--- config.mk ---
export PLATFORM = sky130hd
export DESIGN_NAME = calendar_date_span_adder_unit
export DESIGN_NICKNAME = d
export VERILOG_FILES = /design/src/rtl/cdsa_pkg.sv /design/src/rtl/cdsa_ctrl.sv /design/src/rtl/cdsa_dpath.sv /design/src/rtl/calendar_date_span_adder_unit.sv
export SDC_FILE = /design/constraint.sdc
export NUM_CORES = 1
export LEC_CHECK = 0
export ABC_CLOCK_PERIOD_IN_PS = 26600
export BUFFER_PORTS_ARGS = -buffer_cell sky130_fd_sc_hd__buf_2
export CORE_MARGIN = 1.5
export CORE_UTILIZATION = 41
export DETAILED_ROUTE_END_ITERATION = 16
export GPL_TIMING_DRIVEN = 0
export MAX_ROUTING_LAYER = met4
export PLACE_DENSITY = 0.61
export SLEW_MARGIN = 20
export SYNTH_ARGS = -nofsm -noshare
export SYNTH_HDL_FRONTEND = slang
export SYNTH_HIERARCHICAL = 1
export SYNTH_SLANG_ARGS = --single-unit
--- constraint.sdc ---
create_clock -name clk_i -period 26.6 [get_ports clk_i]
set_input_delay 3.99 -clock clk_i [delete_from_list [all_inputs] [get_ports clk_i]]
set_output_delay 3.99 -clock clk_i [all_outputs]
set_load 0.01 [all_outputs]
--- src/rtl/cdsa_pkg.sv ---
`timescale 1ns / 1ps
`default_nettype none

package cdsa_pkg;

  // Stream payload layout
  localparam int unsigned InDataW  = 72;
  localparam int unsigned OutDataW = 32;

  localparam int unsigned LoadYearLsb  = 0;
  localparam int unsigned LoadMonthLsb = 14;
  localparam int unsigned LoadDayLsb   = 18;
  localparam int unsigned SpanYearsLsb = 23;
  localparam int unsigned SpanMonLsb   = 38;
  localparam int unsigned SpanDaysLsb  = 51;

  // Date held after reset: January 1, 1970
  localparam logic [13:0] ResetYear  = 14'd1970;
  localparam logic [3:0]  ResetMonth = 4'd0;
  localparam logic [4:0]  ResetDay   = 5'd1;

  localparam logic [15:0] MaxYear = 16'd9999;

  // Reciprocal constants for division by 12, 400 and 100
  localparam logic [16:0] MonRecip   = 17'd43691;
  localparam int unsigned MonShift   = 19;
  localparam logic [13:0] MonOffset  = 14'd4104;   // 342 * 12
  localparam logic [15:0] MonYearAdj = 16'd342;
  localparam logic [16:0] YrRecip    = 17'd83887;
  localparam int unsigned YrShift    = 25;
  localparam logic [15:0] YrOffset   = 16'd17200;  // 43 * 400
  localparam logic [16:0] CentRecip  = 17'd5243;
  localparam int unsigned CentShift  = 19;

  typedef enum logic [3:0] {
    OP_NONE,
    OP_CAPTURE,
    OP_MON_MUL,
    OP_MON_SPLIT,
    OP_YR_MUL,
    OP_YR_MOD,
    OP_CHECK,
    OP_CLAMP,
    OP_WALK,
    OP_RANGE,
    OP_WK_MUL,
    OP_WK_DIV,
    OP_WK_TERMS,
    OP_WK_MOD,
    OP_WK_SUM,
    OP_OUT_LOAD
  } dp_op_e;

  typedef struct packed {
    dp_op_e op;
  } dp_cmd_t;

  typedef struct packed {
    logic walk_done;
  } dp_stat_t;

  // Leap test on the year reduced mod 400
  function automatic logic is_leap(input logic [8:0] ymod);
    return (ymod[1:0] == 2'b00) && (ymod != 9'd100) && (ymod != 9'd200) &&
           (ymod != 9'd300);
  endfunction

  function automatic logic [4:0] days_in(input logic [3:0] m, input logic leap);
    logic [4:0] n;
    case (m)
      4'd1:    n = leap ? 5'd29 : 5'd28;
      4'd3:    n = 5'd30;
      4'd5:    n = 5'd30;
      4'd8:    n = 5'd30;
      4'd10:   n = 5'd30;
      default: n = 5'd31;
    endcase
    return n;
  endfunction

  // Days from March 1 to the first of the month, mod 7, by calendar month
  function automatic logic [2:0] month_term7(input logic [3:0] m);
    logic [2:0] t;
    case (m)
      4'd0:    t = 3'd5;
      4'd1:    t = 3'd1;
      4'd2:    t = 3'd0;
      4'd3:    t = 3'd3;
      4'd4:    t = 3'd5;
      4'd5:    t = 3'd1;
      4'd6:    t = 3'd3;
      4'd7:    t = 3'd6;
      4'd8:    t = 3'd2;
      4'd9:    t = 3'd4;
      4'd10:   t = 3'd0;
      default: t = 3'd2;
    endcase
    return t;
  endfunction

  // Residue mod 7 by summing octal digits (8 is 1 mod 7)
  function automatic logic [2:0] mod7(input logic [26:0] v);
    logic [5:0] s;
    logic [3:0] s2;
    logic [2:0] s3;
    s = '0;
    for (int i = 0; i < 9; i++) begin
      s = s + 6'(v[3*i +: 3]);
    end
    s2 = 4'(s[5:3]) + 4'(s[2:0]);
    s3 = s2[2:0] + 3'(s2[3]);
    return (s3 == 3'd7) ? 3'd0 : s3;
  endfunction

endpackage

`default_nettype wire

--- src/rtl/cdsa_ctrl.sv ---
`timescale 1ns / 1ps
`default_nettype none

module cdsa_ctrl (
  input  wire logic               clk_i,
  input  wire logic               rst_ni,
  input  wire logic               s_tvalid_i,
  input  wire logic               s_tkind_i,
  output logic                    s_tready_o,
  input  wire logic               m_tready_i,
  output logic                    m_tvalid_o,
  input  wire cdsa_pkg::dp_stat_t stat_i,
  output cdsa_pkg::dp_cmd_t       cmd_o
);
  import cdsa_pkg::*;

  typedef enum logic [14:0] {
    ST_IDLE     = 15'b000000000000001,
    ST_MON_MUL  = 15'b000000000000010,
    ST_MON_SPLT = 15'b000000000000100,
    ST_YR_MUL   = 15'b000000000001000,
    ST_YR_MOD   = 15'b000000000010000,
    ST_CHECK    = 15'b000000000100000,
    ST_CLAMP    = 15'b000000001000000,
    ST_WALK     = 15'b000000010000000,
    ST_RANGE    = 15'b000000100000000,
    ST_WK_MUL   = 15'b000001000000000,
    ST_WK_DIV   = 15'b000010000000000,
    ST_WK_TERMS = 15'b000100000000000,
    ST_WK_MOD   = 15'b001000000000000,
    ST_WK_SUM   = 15'b010000000000000,
    ST_OUT      = 15'b100000000000000
  } state_e;

  state_e state_q, state_d;
  logic   add_q, add_d;
  logic   m_valid_q, m_valid_d;
  logic   out_load;

  always_comb begin
    state_d    = state_q;
    add_d      = add_q;
    cmd_o.op   = OP_NONE;
    s_tready_o = 1'b0;
    out_load   = 1'b0;
    unique case (state_q)
      ST_IDLE: begin
        s_tready_o = 1'b1;
        if (s_tvalid_i) begin
          cmd_o.op = OP_CAPTURE;
          add_d    = s_tkind_i;
          state_d  = s_tkind_i ? ST_MON_MUL : ST_YR_MUL;
        end
      end
      ST_MON_MUL: begin
        cmd_o.op = OP_MON_MUL;
        state_d  = ST_MON_SPLT;
      end
      ST_MON_SPLT: begin
        cmd_o.op = OP_MON_SPLIT;
        state_d  = ST_YR_MUL;
      end
      ST_YR_MUL: begin
        cmd_o.op = OP_YR_MUL;
        state_d  = ST_YR_MOD;
      end
      ST_YR_MOD: begin
        cmd_o.op = OP_YR_MOD;
        state_d  = add_q ? ST_CLAMP : ST_CHECK;
      end
      ST_CHECK: begin
        cmd_o.op = OP_CHECK;
        state_d  = ST_WK_MUL;
      end
      ST_CLAMP: begin
        cmd_o.op = OP_CLAMP;
        state_d  = ST_WALK;
      end
      ST_WALK: begin
        // one month boundary per cycle until the day fits its month
        cmd_o.op = OP_WALK;
        if (stat_i.walk_done) begin
          state_d = ST_RANGE;
        end
      end
      ST_RANGE: begin
        cmd_o.op = OP_RANGE;
        state_d  = ST_WK_MUL;
      end
      ST_WK_MUL: begin
        cmd_o.op = OP_WK_MUL;
        state_d  = ST_WK_DIV;
      end
      ST_WK_DIV: begin
        cmd_o.op = OP_WK_DIV;
        state_d  = ST_WK_TERMS;
      end
      ST_WK_TERMS: begin
        cmd_o.op = OP_WK_TERMS;
        state_d  = ST_WK_MOD;
      end
      ST_WK_MOD: begin
        cmd_o.op = OP_WK_MOD;
        state_d  = ST_WK_SUM;
      end
      ST_WK_SUM: begin
        cmd_o.op = OP_WK_SUM;
        state_d  = ST_OUT;
      end
      ST_OUT: begin
        // hold until the output register is free
        if (!m_valid_q || m_tready_i) begin
          cmd_o.op = OP_OUT_LOAD;
          out_load = 1'b1;
          state_d  = ST_IDLE;
        end
      end
      default: begin
        state_d = ST_IDLE;
      end
    endcase
  end

  always_comb begin
    if (out_load) begin
      m_valid_d = 1'b1;
    end else if (m_tready_i) begin
      m_valid_d = 1'b0;
    end else begin
      m_valid_d = m_valid_q;
    end
  end

  assign m_tvalid_o = m_valid_q;

  always_ff @(posedge clk_i or negedge rst_ni) begin
    if (!rst_ni) begin
      state_q   <= ST_IDLE;
      add_q     <= 1'b0;
      m_valid_q <= 1'b0;
    end else begin
      state_q   <= state_d;
      add_q     <= add_d;
      m_valid_q <= m_valid_d;
    end
  end

endmodule

`default_nettype wire

--- src/rtl/cdsa_dpath.sv ---
`timescale 1ns / 1ps
`default_nettype none

module cdsa_dpath (
  input  wire logic                          clk_i,
  input  wire logic                          rst_ni,
  input  wire cdsa_pkg::dp_cmd_t             cmd_i,
  output cdsa_pkg::dp_stat_t                 stat_o,
  input  wire logic                          s_tkind_i,
  input  wire logic [cdsa_pkg::InDataW-1:0]  s_tdata_i,
  output logic      [cdsa_pkg::OutDataW-1:0] m_tdata_o,
  output logic                               m_terr_o
);
  import cdsa_pkg::*;

  // committed date
  logic [13:0] cur_year_q;
  logic [3:0]  cur_month_q;
  logic [4:0]  cur_day_q;

  // working registers
  logic [15:0] y_q;       // two's complement year while adding
  logic [3:0]  m_q;
  logic [4:0]  ld_q;
  logic [16:0] sd_q;
  logic [13:0] u_q;       // month sum plus offset, kept non-negative
  logic [32:0] prod_q;
  logic [8:0]  ymod_q;    // year mod 400, floored
  logic [17:0] acc_q;     // two's complement day count
  logic        err_q;
  logic [7:0]  c_q;
  logic [6:0]  r_q;
  logic [24:0] t1_q;
  logic [2:0]  a7_q;
  logic [2:0]  b7_q;
  logic [2:0]  wd_q;
  logic [OutDataW-1:0] out_data_q;
  logic                out_err_q;

  // input fields
  logic [13:0] in_year;
  logic [3:0]  in_month;
  logic [4:0]  in_day;
  logic [14:0] in_sy;
  logic [12:0] in_sm;
  logic [16:0] in_sd;

  assign in_year  = s_tdata_i[LoadYearLsb  +: 14];
  assign in_month = s_tdata_i[LoadMonthLsb +: 4];
  assign in_day   = s_tdata_i[LoadDayLsb   +: 5];
  assign in_sy    = s_tdata_i[SpanYearsLsb +: 15];
  assign in_sm    = s_tdata_i[SpanMonLsb   +: 13];
  assign in_sd    = s_tdata_i[SpanDaysLsb  +: 17];

  // shared constant multiplier
  logic [15:0] yb;
  logic [14:0] yy;
  logic [15:0] mul_a;
  logic [16:0] mul_k;
  logic [32:0] mul_p;

  assign yb = y_q + YrOffset;
  assign yy = 15'(cur_year_q) + 15'd4800 - 15'(cur_month_q < 4'd2);

  always_comb begin
    mul_a = yb;
    mul_k = YrRecip;
    case (cmd_i.op)
      OP_MON_MUL: begin
        mul_a = 16'(u_q);
        mul_k = MonRecip;
      end
      OP_WK_MUL: begin
        mul_a = 16'(yy);
        mul_k = CentRecip;
      end
      default: ;
    endcase
  end

  assign mul_p = 33'(mul_a) * 33'(mul_k);

  // month split and year mod 400
  logic [9:0]  mon_q10;
  logic [7:0]  yr_q8;
  logic [3:0]  mon_rem;
  logic [8:0]  ymod_new;

  assign mon_q10  = prod_q[MonShift +: 10];
  assign mon_rem  = 4'(u_q - 14'(mon_q10) * 14'd12);
  assign yr_q8    = prod_q[YrShift +: 8];
  assign ymod_new = 9'(yb - 16'(yr_q8) * 16'd400);

  // month walk
  logic       leap_cur;
  logic [4:0] dim_cur;
  logic [3:0] m_prev;
  logic [8:0] ymod_prev;
  logic [4:0] dim_prev;
  logic [8:0] ymod_next;
  logic [3:0] m_next;
  logic       walk_back;
  logic       walk_fwd;
  logic [4:0] day_clamp;
  logic       load_bad;
  logic       year_bad;

  assign leap_cur  = is_leap(ymod_q);
  assign dim_cur   = days_in(m_q, leap_cur);
  assign m_prev    = (m_q == 4'd0) ? 4'd11 : m_q - 4'd1;
  assign ymod_prev = (m_q != 4'd0) ? ymod_q :
                     ((ymod_q == 9'd0) ? 9'd399 : ymod_q - 9'd1);
  assign dim_prev  = days_in(m_prev, is_leap(ymod_prev));
  assign m_next    = (m_q == 4'd11) ? 4'd0 : m_q + 4'd1;
  assign ymod_next = (m_q != 4'd11) ? ymod_q :
                     ((ymod_q == 9'd399) ? 9'd0 : ymod_q + 9'd1);

  assign walk_back = acc_q[17] || (acc_q == 18'd0);
  assign walk_fwd  = !acc_q[17] && (acc_q[16:0] > 17'(dim_cur));
  assign stat_o.walk_done = !walk_back && !walk_fwd;

  assign day_clamp = (cur_day_q > dim_cur) ? dim_cur : cur_day_q;

  assign load_bad = (y_q == 16'd0) || (y_q > MaxYear) || (m_q > 4'd11) ||
                    (ld_q == 5'd0) || (ld_q > dim_cur);
  assign year_bad = y_q[15] || (y_q == 16'd0) || (y_q > MaxYear);

  // weekday terms
  logic [17:0] t2;
  assign t2 = 18'(r_q) * 18'd1461;

  always_ff @(posedge clk_i or negedge rst_ni) begin
    if (!rst_ni) begin
      cur_year_q  <= ResetYear;
      cur_month_q <= ResetMonth;
      cur_day_q   <= ResetDay;
    end else begin
      if (cmd_i.op == OP_CHECK && !load_bad) begin
        cur_year_q  <= y_q[13:0];
        cur_month_q <= m_q;
        cur_day_q   <= ld_q;
      end else if (cmd_i.op == OP_RANGE && !year_bad) begin
        cur_year_q  <= y_q[13:0];
        cur_month_q <= m_q;
        cur_day_q   <= acc_q[4:0];
      end
    end
  end

  always_ff @(posedge clk_i) begin
    unique case (cmd_i.op)
      OP_NONE: ;
      OP_CAPTURE: begin
        if (s_tkind_i) begin
          y_q <= 16'(cur_year_q) + {in_sy[14], in_sy};
        end else begin
          y_q <= 16'(in_year);
        end
        m_q  <= in_month;
        ld_q <= in_day;
        sd_q <= in_sd;
        u_q  <= 14'(cur_month_q) + {in_sm[12], in_sm} + MonOffset;
      end
      OP_MON_MUL, OP_YR_MUL, OP_WK_MUL: begin
        prod_q <= mul_p;
      end
      OP_MON_SPLIT: begin
        m_q <= mon_rem;
        y_q <= y_q + 16'(mon_q10) - MonYearAdj;
      end
      OP_YR_MOD: begin
        ymod_q <= ymod_new;
      end
      OP_CHECK: begin
        err_q <= load_bad;
      end
      OP_CLAMP: begin
        acc_q <= {sd_q[16], sd_q} + 18'(day_clamp);
      end
      OP_WALK: begin
        if (walk_back) begin
          // step back into the previous month
          m_q    <= m_prev;
          ymod_q <= ymod_prev;
          acc_q  <= acc_q + 18'(dim_prev);
          if (m_q == 4'd0) begin
            y_q <= y_q - 16'd1;
          end
        end else if (walk_fwd) begin
          // drop the current month and advance
          m_q    <= m_next;
          ymod_q <= ymod_next;
          acc_q  <= acc_q - 18'(dim_cur);
          if (m_q == 4'd11) begin
            y_q <= y_q + 16'd1;
          end
        end
      end
      OP_RANGE: begin
        err_q <= year_bad;
      end
      OP_WK_DIV: begin
        c_q <= prod_q[CentShift +: 8];
      end
      OP_WK_TERMS: begin
        r_q  <= 7'(yy - 15'(c_q) * 15'd100);
        t1_q <= 25'(c_q) * 25'd146097;
      end
      OP_WK_MOD: begin
        a7_q <= mod7(27'(t1_q[24:2]));
        b7_q <= mod7(27'(t2[17:2]));
      end
      OP_WK_SUM: begin
        // the constant 2 folds in the epoch offset and the weekday shift
        wd_q <= mod7(27'(a7_q) + 27'(b7_q) + 27'(month_term7(cur_month_q)) +
                     27'(cur_day_q) + 27'd2);
      end
      OP_OUT_LOAD: begin
        out_data_q <= {(OutDataW - 26)'(0), wd_q, cur_day_q, cur_month_q, cur_year_q};
        out_err_q  <= err_q;
      end
      default: ;
    endcase
  end

  assign m_tdata_o = out_data_q;
  assign m_terr_o  = out_err_q;

endmodule

`default_nettype wire

--- src/rtl/calendar_date_span_adder_unit.sv ---
`timescale 1ns / 1ps
`default_nettype none

// Gregorian date register with span adder. A transaction with tuser low loads
// the date after validating it; with tuser high it adds years, then months
// with year carry, clamps the day to the month length and then adds the
// signed day count. Each transaction returns one result: the date, its
// weekday (0 is Sunday) and, in tuser, an error flag; on error the date is
// unchanged. An add walks the day count one month boundary per cycle, and all
// divisions share one constant multiplier. Results wait in an output
// register, so the next transaction is accepted while the previous result is
// still pending.
module calendar_date_span_adder_unit (
  input  wire logic                          clk_i,
  input  wire logic                          rst_ni,
  input  wire logic                          s_axis_tvalid,
  output logic                               s_axis_tready,
  // load_year[13:0], load_month[17:14], load_day[22:18], span_years[37:23],
  // span_months[50:38], span_days[67:51], zero pad [71:68]
  input  wire logic [cdsa_pkg::InDataW-1:0]  s_axis_tdata,
  // kind: 0 load, 1 add
  input  wire logic                          s_axis_tuser,
  output logic                               m_axis_tvalid,
  input  wire logic                          m_axis_tready,
  // date_year[13:0], date_month[17:14], date_day[22:18], weekday[25:23],
  // zero pad [31:26]
  output logic      [cdsa_pkg::OutDataW-1:0] m_axis_tdata,
  // error
  output logic                               m_axis_tuser
);
  import cdsa_pkg::*;

  dp_cmd_t  cmd;
  dp_stat_t stat;

  cdsa_ctrl u_ctrl (
    .clk_i      (clk_i),
    .rst_ni     (rst_ni),
    .s_tvalid_i (s_axis_tvalid),
    .s_tkind_i  (s_axis_tuser),
    .s_tready_o (s_axis_tready),
    .m_tready_i (m_axis_tready),
    .m_tvalid_o (m_axis_tvalid),
    .stat_i     (stat),
    .cmd_o      (cmd)
  );

  cdsa_dpath u_dpath (
    .clk_i     (clk_i),
    .rst_ni    (rst_ni),
    .cmd_i     (cmd),
    .stat_o    (stat),
    .s_tkind_i (s_axis_tuser),
    .s_tdata_i (s_axis_tdata),
    .m_tdata_o (m_axis_tdata),
    .m_terr_o  (m_axis_tuser)
  );

endmodule

`default_nettype wire

# After elaboration in Yosys (flattened, before gate mapping)

Memories as Yosys holds them, arrays and structs flattened.
Cells that the tools add are included.

Bits in registers: 233
Memory bits (read-only): 48
Memories: 1
Output and inout bits: 35
Bits of input ports: 77
Word-level logic and storage cells: 243

Memories:

| name             | depth | bits a word | rd ports | clocked after Yosys merged registers in | write ports | RTL line       | source |
|---|---|---|---|---|---|---|---|
| (name not given) | 16    | 3           | 1        | 0                                       | 0           | cdsa_pkg.sv:84 | `case (m)` |

Multipliers: 6
Equality and inequality tests: 59
Reduce and logical (&&, ||, !) cells: 48
Mux-type cells: 50
Add/subtract/negate cells: 50
Magnitude comparators: 6

Operators by type and width:

| cell                    | number |
|---|---|
| $pmux W15 S14           | 1 |
| $add A6 B3 Y6           | 15 |
| $mux W16                | 5 |
| $pmux W4 S15            | 1 |
| $mux W9                 | 6 |
| $eq A4 B4 Y1 const B    | 13 |
| $pmux W16 S3            | 1 |
| $mux W15                | 3 |
| $mux W18                | 2 |
| $pmux W18 S2            | 1 |
| $pmux W17 S2            | 1 |
| $mul A16 B17 Y33        | 1 |
| $mux W4                 | 8 |
| $pmux W16 S2            | 1 |
| $add A3 B3 Y4           | 7 |
| $mux W14                | 2 |
| $add A27 B2 Y27 const B | 1 |
| $add A27 B3 Y27         | 1 |
| $add A27 B5 Y27         | 1 |
| $mul A8 B18 Y25 const B | 1 |
| $eq A4 B3 Y1 const B    | 6 |
| $pmux W5 S2             | 2 |
| $add A17 B6 Y18         | 1 |
| $add A18 B5 Y18         | 1 |
| 82 further kinds        | 137 |

# Logic depth before layout (Yosys ltp)

Word-level depth: 20
Gate-level depth with buffers: 37
Gate-level depth less buffers: 35

# By module

Netlist, hierarchy kept.

Modules (own cells, without submodules):

| module     | times used | area an instance (um^2) | cells an instance |
|---|---|---|---|
| cdsa_dpath | 1          | 24947.7                 | 2490 |
| cdsa_ctrl  | 1          | 1114.8                  | 115 |

# Worst setup path after synthesis

No wires, ideal clock.

Kind: input to register
Start: input port m_axis_tready
End: register u_dpath.prod_q[28] (data pin)
Setup time: 0.180 ns
Setup slack: 14.995 ns
Required time: 26.420 ns
Cell stages on the path: 33
Data arrival time: 11.425 ns
Path through: nand2b_1 nand2_1 mux2_2 o41ai_1 clkbuf_1 nand2b_1 clkbuf_1 nor2_1 clkbuf_1 nand2_1 nand2_1 inv_1 fa_1 inv_1 fa_1 inv_1 fa_1 inv_1 fa_1 fa_1 inv_1 fa_1 inv_1 ha_1 a211oi_1 o21ai_0 o211ai_1 a21oi_1 nor3_2 o21ai_1 a41oi_2 or4b_1 o311ai_1

RTL lines:

| element              | RTL line                            | source |
|---|---|---|
| start, declared      | calendar_date_span_adder_unit.sv:24 | `input wire logic m_axis_tready,` |
| end signal, assigned | cdsa_dpath.sv:165                   | `prod_q <= mul_p;` |
| end, declared        | cdsa_dpath.sv:27                    | `logic [32:0] prod_q;` |

==> out/qor.txt <==
Status -> finished clean
Die Y -> 255 um
Resized cells post-CTS -> 0
GRT overflow -> 0
Post-synth EDFFs -> 169
Syn_area_per_cell -> 10.0 um2
Yosys cell types -> 90
Setup Crit Path Kind -> in -> reg
Layout area overhead -> 10.3%
Die width -> 255 um
Critical path's most frequent cell -> fa_1
Clock skew -> 24.2 ps
Rows -> 92
Top_reg_cell synth -> edfxtp_1
CP peak stage delay -> 860 ps
# nets final -> 3480
Post-Route WL -> 68000 um
Worst-skew pair later-pin latency -> 590 ps
Final setup viols -> 0
Fill count -> 6008
Post-CTS Hold Buffers -> 0
First-pass GRT wire length -> 107000 um
Worst Setup End Kind -> register
Hold Crit Start -> u_dpath/wd_q[2]$_SDFFCE_PN0N_
Wirelength per Cell -> 18.8 um
R2R Path Start -> u_ctrl/state_q[8]$_DFFE_PN0P_
Drt drc -> 0
Maximum clock rate -> 0.0741 GHz
Initial antenna violation count -> 3
Initial core utilization -> 0.414
DR vias -> 18900
Placed insts -> 3573
Iteration-0 DRC count of the detailed router -> 1081
Startpoint types -> primary input
Max-slew violations -> 0
Worst-path clk slew -> 60 ps
Count of warnings emitted by yosys -> 6
RSZ-0062 raised after global routing -> no
Avg Vias per Cell -> 5.20
Hold path endpoint -> u_dpath/m_tdata_o[25]$_DFFE_PN_
Commonest non-fill, non-tap cell in the layout -> inv_1
GRT Util Overall -> 0.220
Setup TNS Final -> 0 ps
Slew headroom -> 0.279
Path category of the worst min-delay check -> reg -> reg
Number of global-route vias before repair -> 19500
Worst reg2reg endpoint -> u_dpath/prod_q[28]$_DFFE_PP_
Final hold violation count -> 0
Hold depth -> 0
Register bit count reported by yosys -> 209
Register area share after synthesis -> 0.234
DIE AREA -> 65100 um2
Async set-reset flop share out of synthesis -> 0.191
Largest net degree at the start of global routing -> 41
Port bufs -> 101
Final Cycle Share -> 0.508
Post-route ant nets -> 0
Num Clock Sinks -> 209
Synth Instances -> 2605
Final GP Congestion -> 0.921
Syn Std Cell Area -> 26100 um2
Root buffer cell -> clkbuf_16
Ports -> 112
Reg2Reg Depth -> 32
Post-route insts no fill -> 3626
Setup bufs post-CTS -> 0
Crit-path slowest cell -> o41ai_1
H-tree Lvls -> 1
Layout cell share with drive strength beyond 1 -> 0.0832
CP arrival -> 13890 ps
Crit path time final -> 13500 ps
Critical Path Fanout Max -> 10
R2R setup slack -> 15700 ps
TritonCTS clock tree -> built
DP Wirelength -> 57800 um
Commonest non-fill, non-tap cells in the layout -> inv_1, ha_1, fa_1, edfxtp_1, nand2_1
Bufs on Longest Clock Path -> 3
Core Area -> 63000 um2
Fin area -> 28700 um2
Max_cap viols -> 0
Num CTS Buffers -> 27
DP Area -> 27800 um2
Drt pass-1 iters -> 6
Worst-margin pin slew -> 1070 ps
CP required -> 26980 ps
==> routing by layer <==
layer | wire length, um | global-route usage | vias up
met4 | 2170 | 0.0690 | 0
met5 | 0 | - | -
met2 | 31800 | 0.354 | 426
li1 | - | - | 9009
met3 | 3080 | 0.0238 | 101
met1 | 31000 | 0.292 | 9336
==> worst max-delay path by stage <==
stage,start,cells after the start,end
floorplan,m_axis_tready,33,u_dpath/prod_q[28]$_DFFE_PP_
CTS,m_axis_tready,34,u_dpath/prod_q[28]$_DFFE_PP_
global route,m_axis_tready,34,u_dpath/prod_q[28]$_DFFE_PP_
finish,m_axis_tready,34,u_dpath/prod_q[28]$_DFFE_PP_
global placement,m_axis_tready,34,u_dpath/prod_q[28]$_DFFE_PP_
detailed placement,m_axis_tready,34,u_dpath/prod_q[28]$_DFFE_PP_
==> metrics by stage <==
stage | utilization | hold WS (ps) | setup WS [ps]
detailed placement | 0.442 | 412 | 12550
floorplan | - | 400 | 15000
global route | 0.456 | 440 | 12650
global placement | 0.439 | 413 | 12610
CTS | 0.456 | 427 | 13110
finish | 0.456 | 422 | 13100
==> worst max-delay path: cells and delay by family <==
| kind | cells | cell delay (ps) |
|---|---|---|
| mux | 1 | 280 |
| buf+inv | 9 | 1730 |
| simple gates | 10 | 2400 |
| compound gates | 7 | 2310 |
| fa+ha+maj | 7 | 3130 |
==> flip-flops by register name, indices dropped and copies added (netlist names), 4 cells and up <==
| name | flops |
|---|---|
| u_dpath/m_tdata_o | 26 |
| u_dpath/t1_q | 23 |
| u_dpath/c_q | 8 |
| u_dpath/cur_day_q | 5 |
| u_dpath/acc_q | 18 |
| u_dpath/ld_q | 5 |
| u_ctrl/state_q | 15 |
| u_dpath/u_q | 14 |
| u_dpath/prod_q | 11 |
| u_dpath/cur_month_q | 4 |
| u_dpath/ymod_q | 9 |
| u_dpath/r_q | 7 |
| u_dpath/sd_q | 17 |
| u_dpath/y_q | 16 |
| u_dpath/m_q | 4 |
| u_dpath/cur_year_q | 14 |
==> cell usage after synthesis, types with 17 or more instances <==
master	number	area (um2)
nand3_1	41	205
fa_1	294	5890
o21ai_0	79	395
xor2_1	59	517
mux2i_1	23	230
a21o_1	51	383
a31oi_1	17	106
nor3_1	57	285
edfxtp_1	169	5070
dfrtp_1	31	776
ha_1	353	4420
clkbuf_1	38	143
nand2_1	160	601
inv_1	504	1890
xnor2_1	129	1130
nor2_1	135	507
a21oi_1	108	541
a211oi_1	20	150
nand2b_1	21	131
==> logic make-up after synthesis <==
kind of cell    count (synthesis)  synth area share
compound gates                412             0.104
xor+xnor                      188            0.0632
mux                            37            0.0149
flops                         209             0.234
other cells                     2          0.000288
buf+inv                       561            0.0829
simple gates                  549             0.106
fa+ha+maj                     647             0.395
==> final cells by class <==
class	count	area, um2	area share
antenna	3	7.51	0.000261
buffer	57	272	0.00945
clock buffer	32	704	0.0245
clock inverter	18	215	0.00749
inverter	504	1890	0.0658
multi-input combinational	1846	17900	0.623
sequential	209	6090	0.212
tap	846	1060	0.0368
timing repair buffer	111	611	0.0212
Power is left out: the tool's default activity adds up to more than one toggle a clock period on the data nets, which glitch-free logic cannot reach.
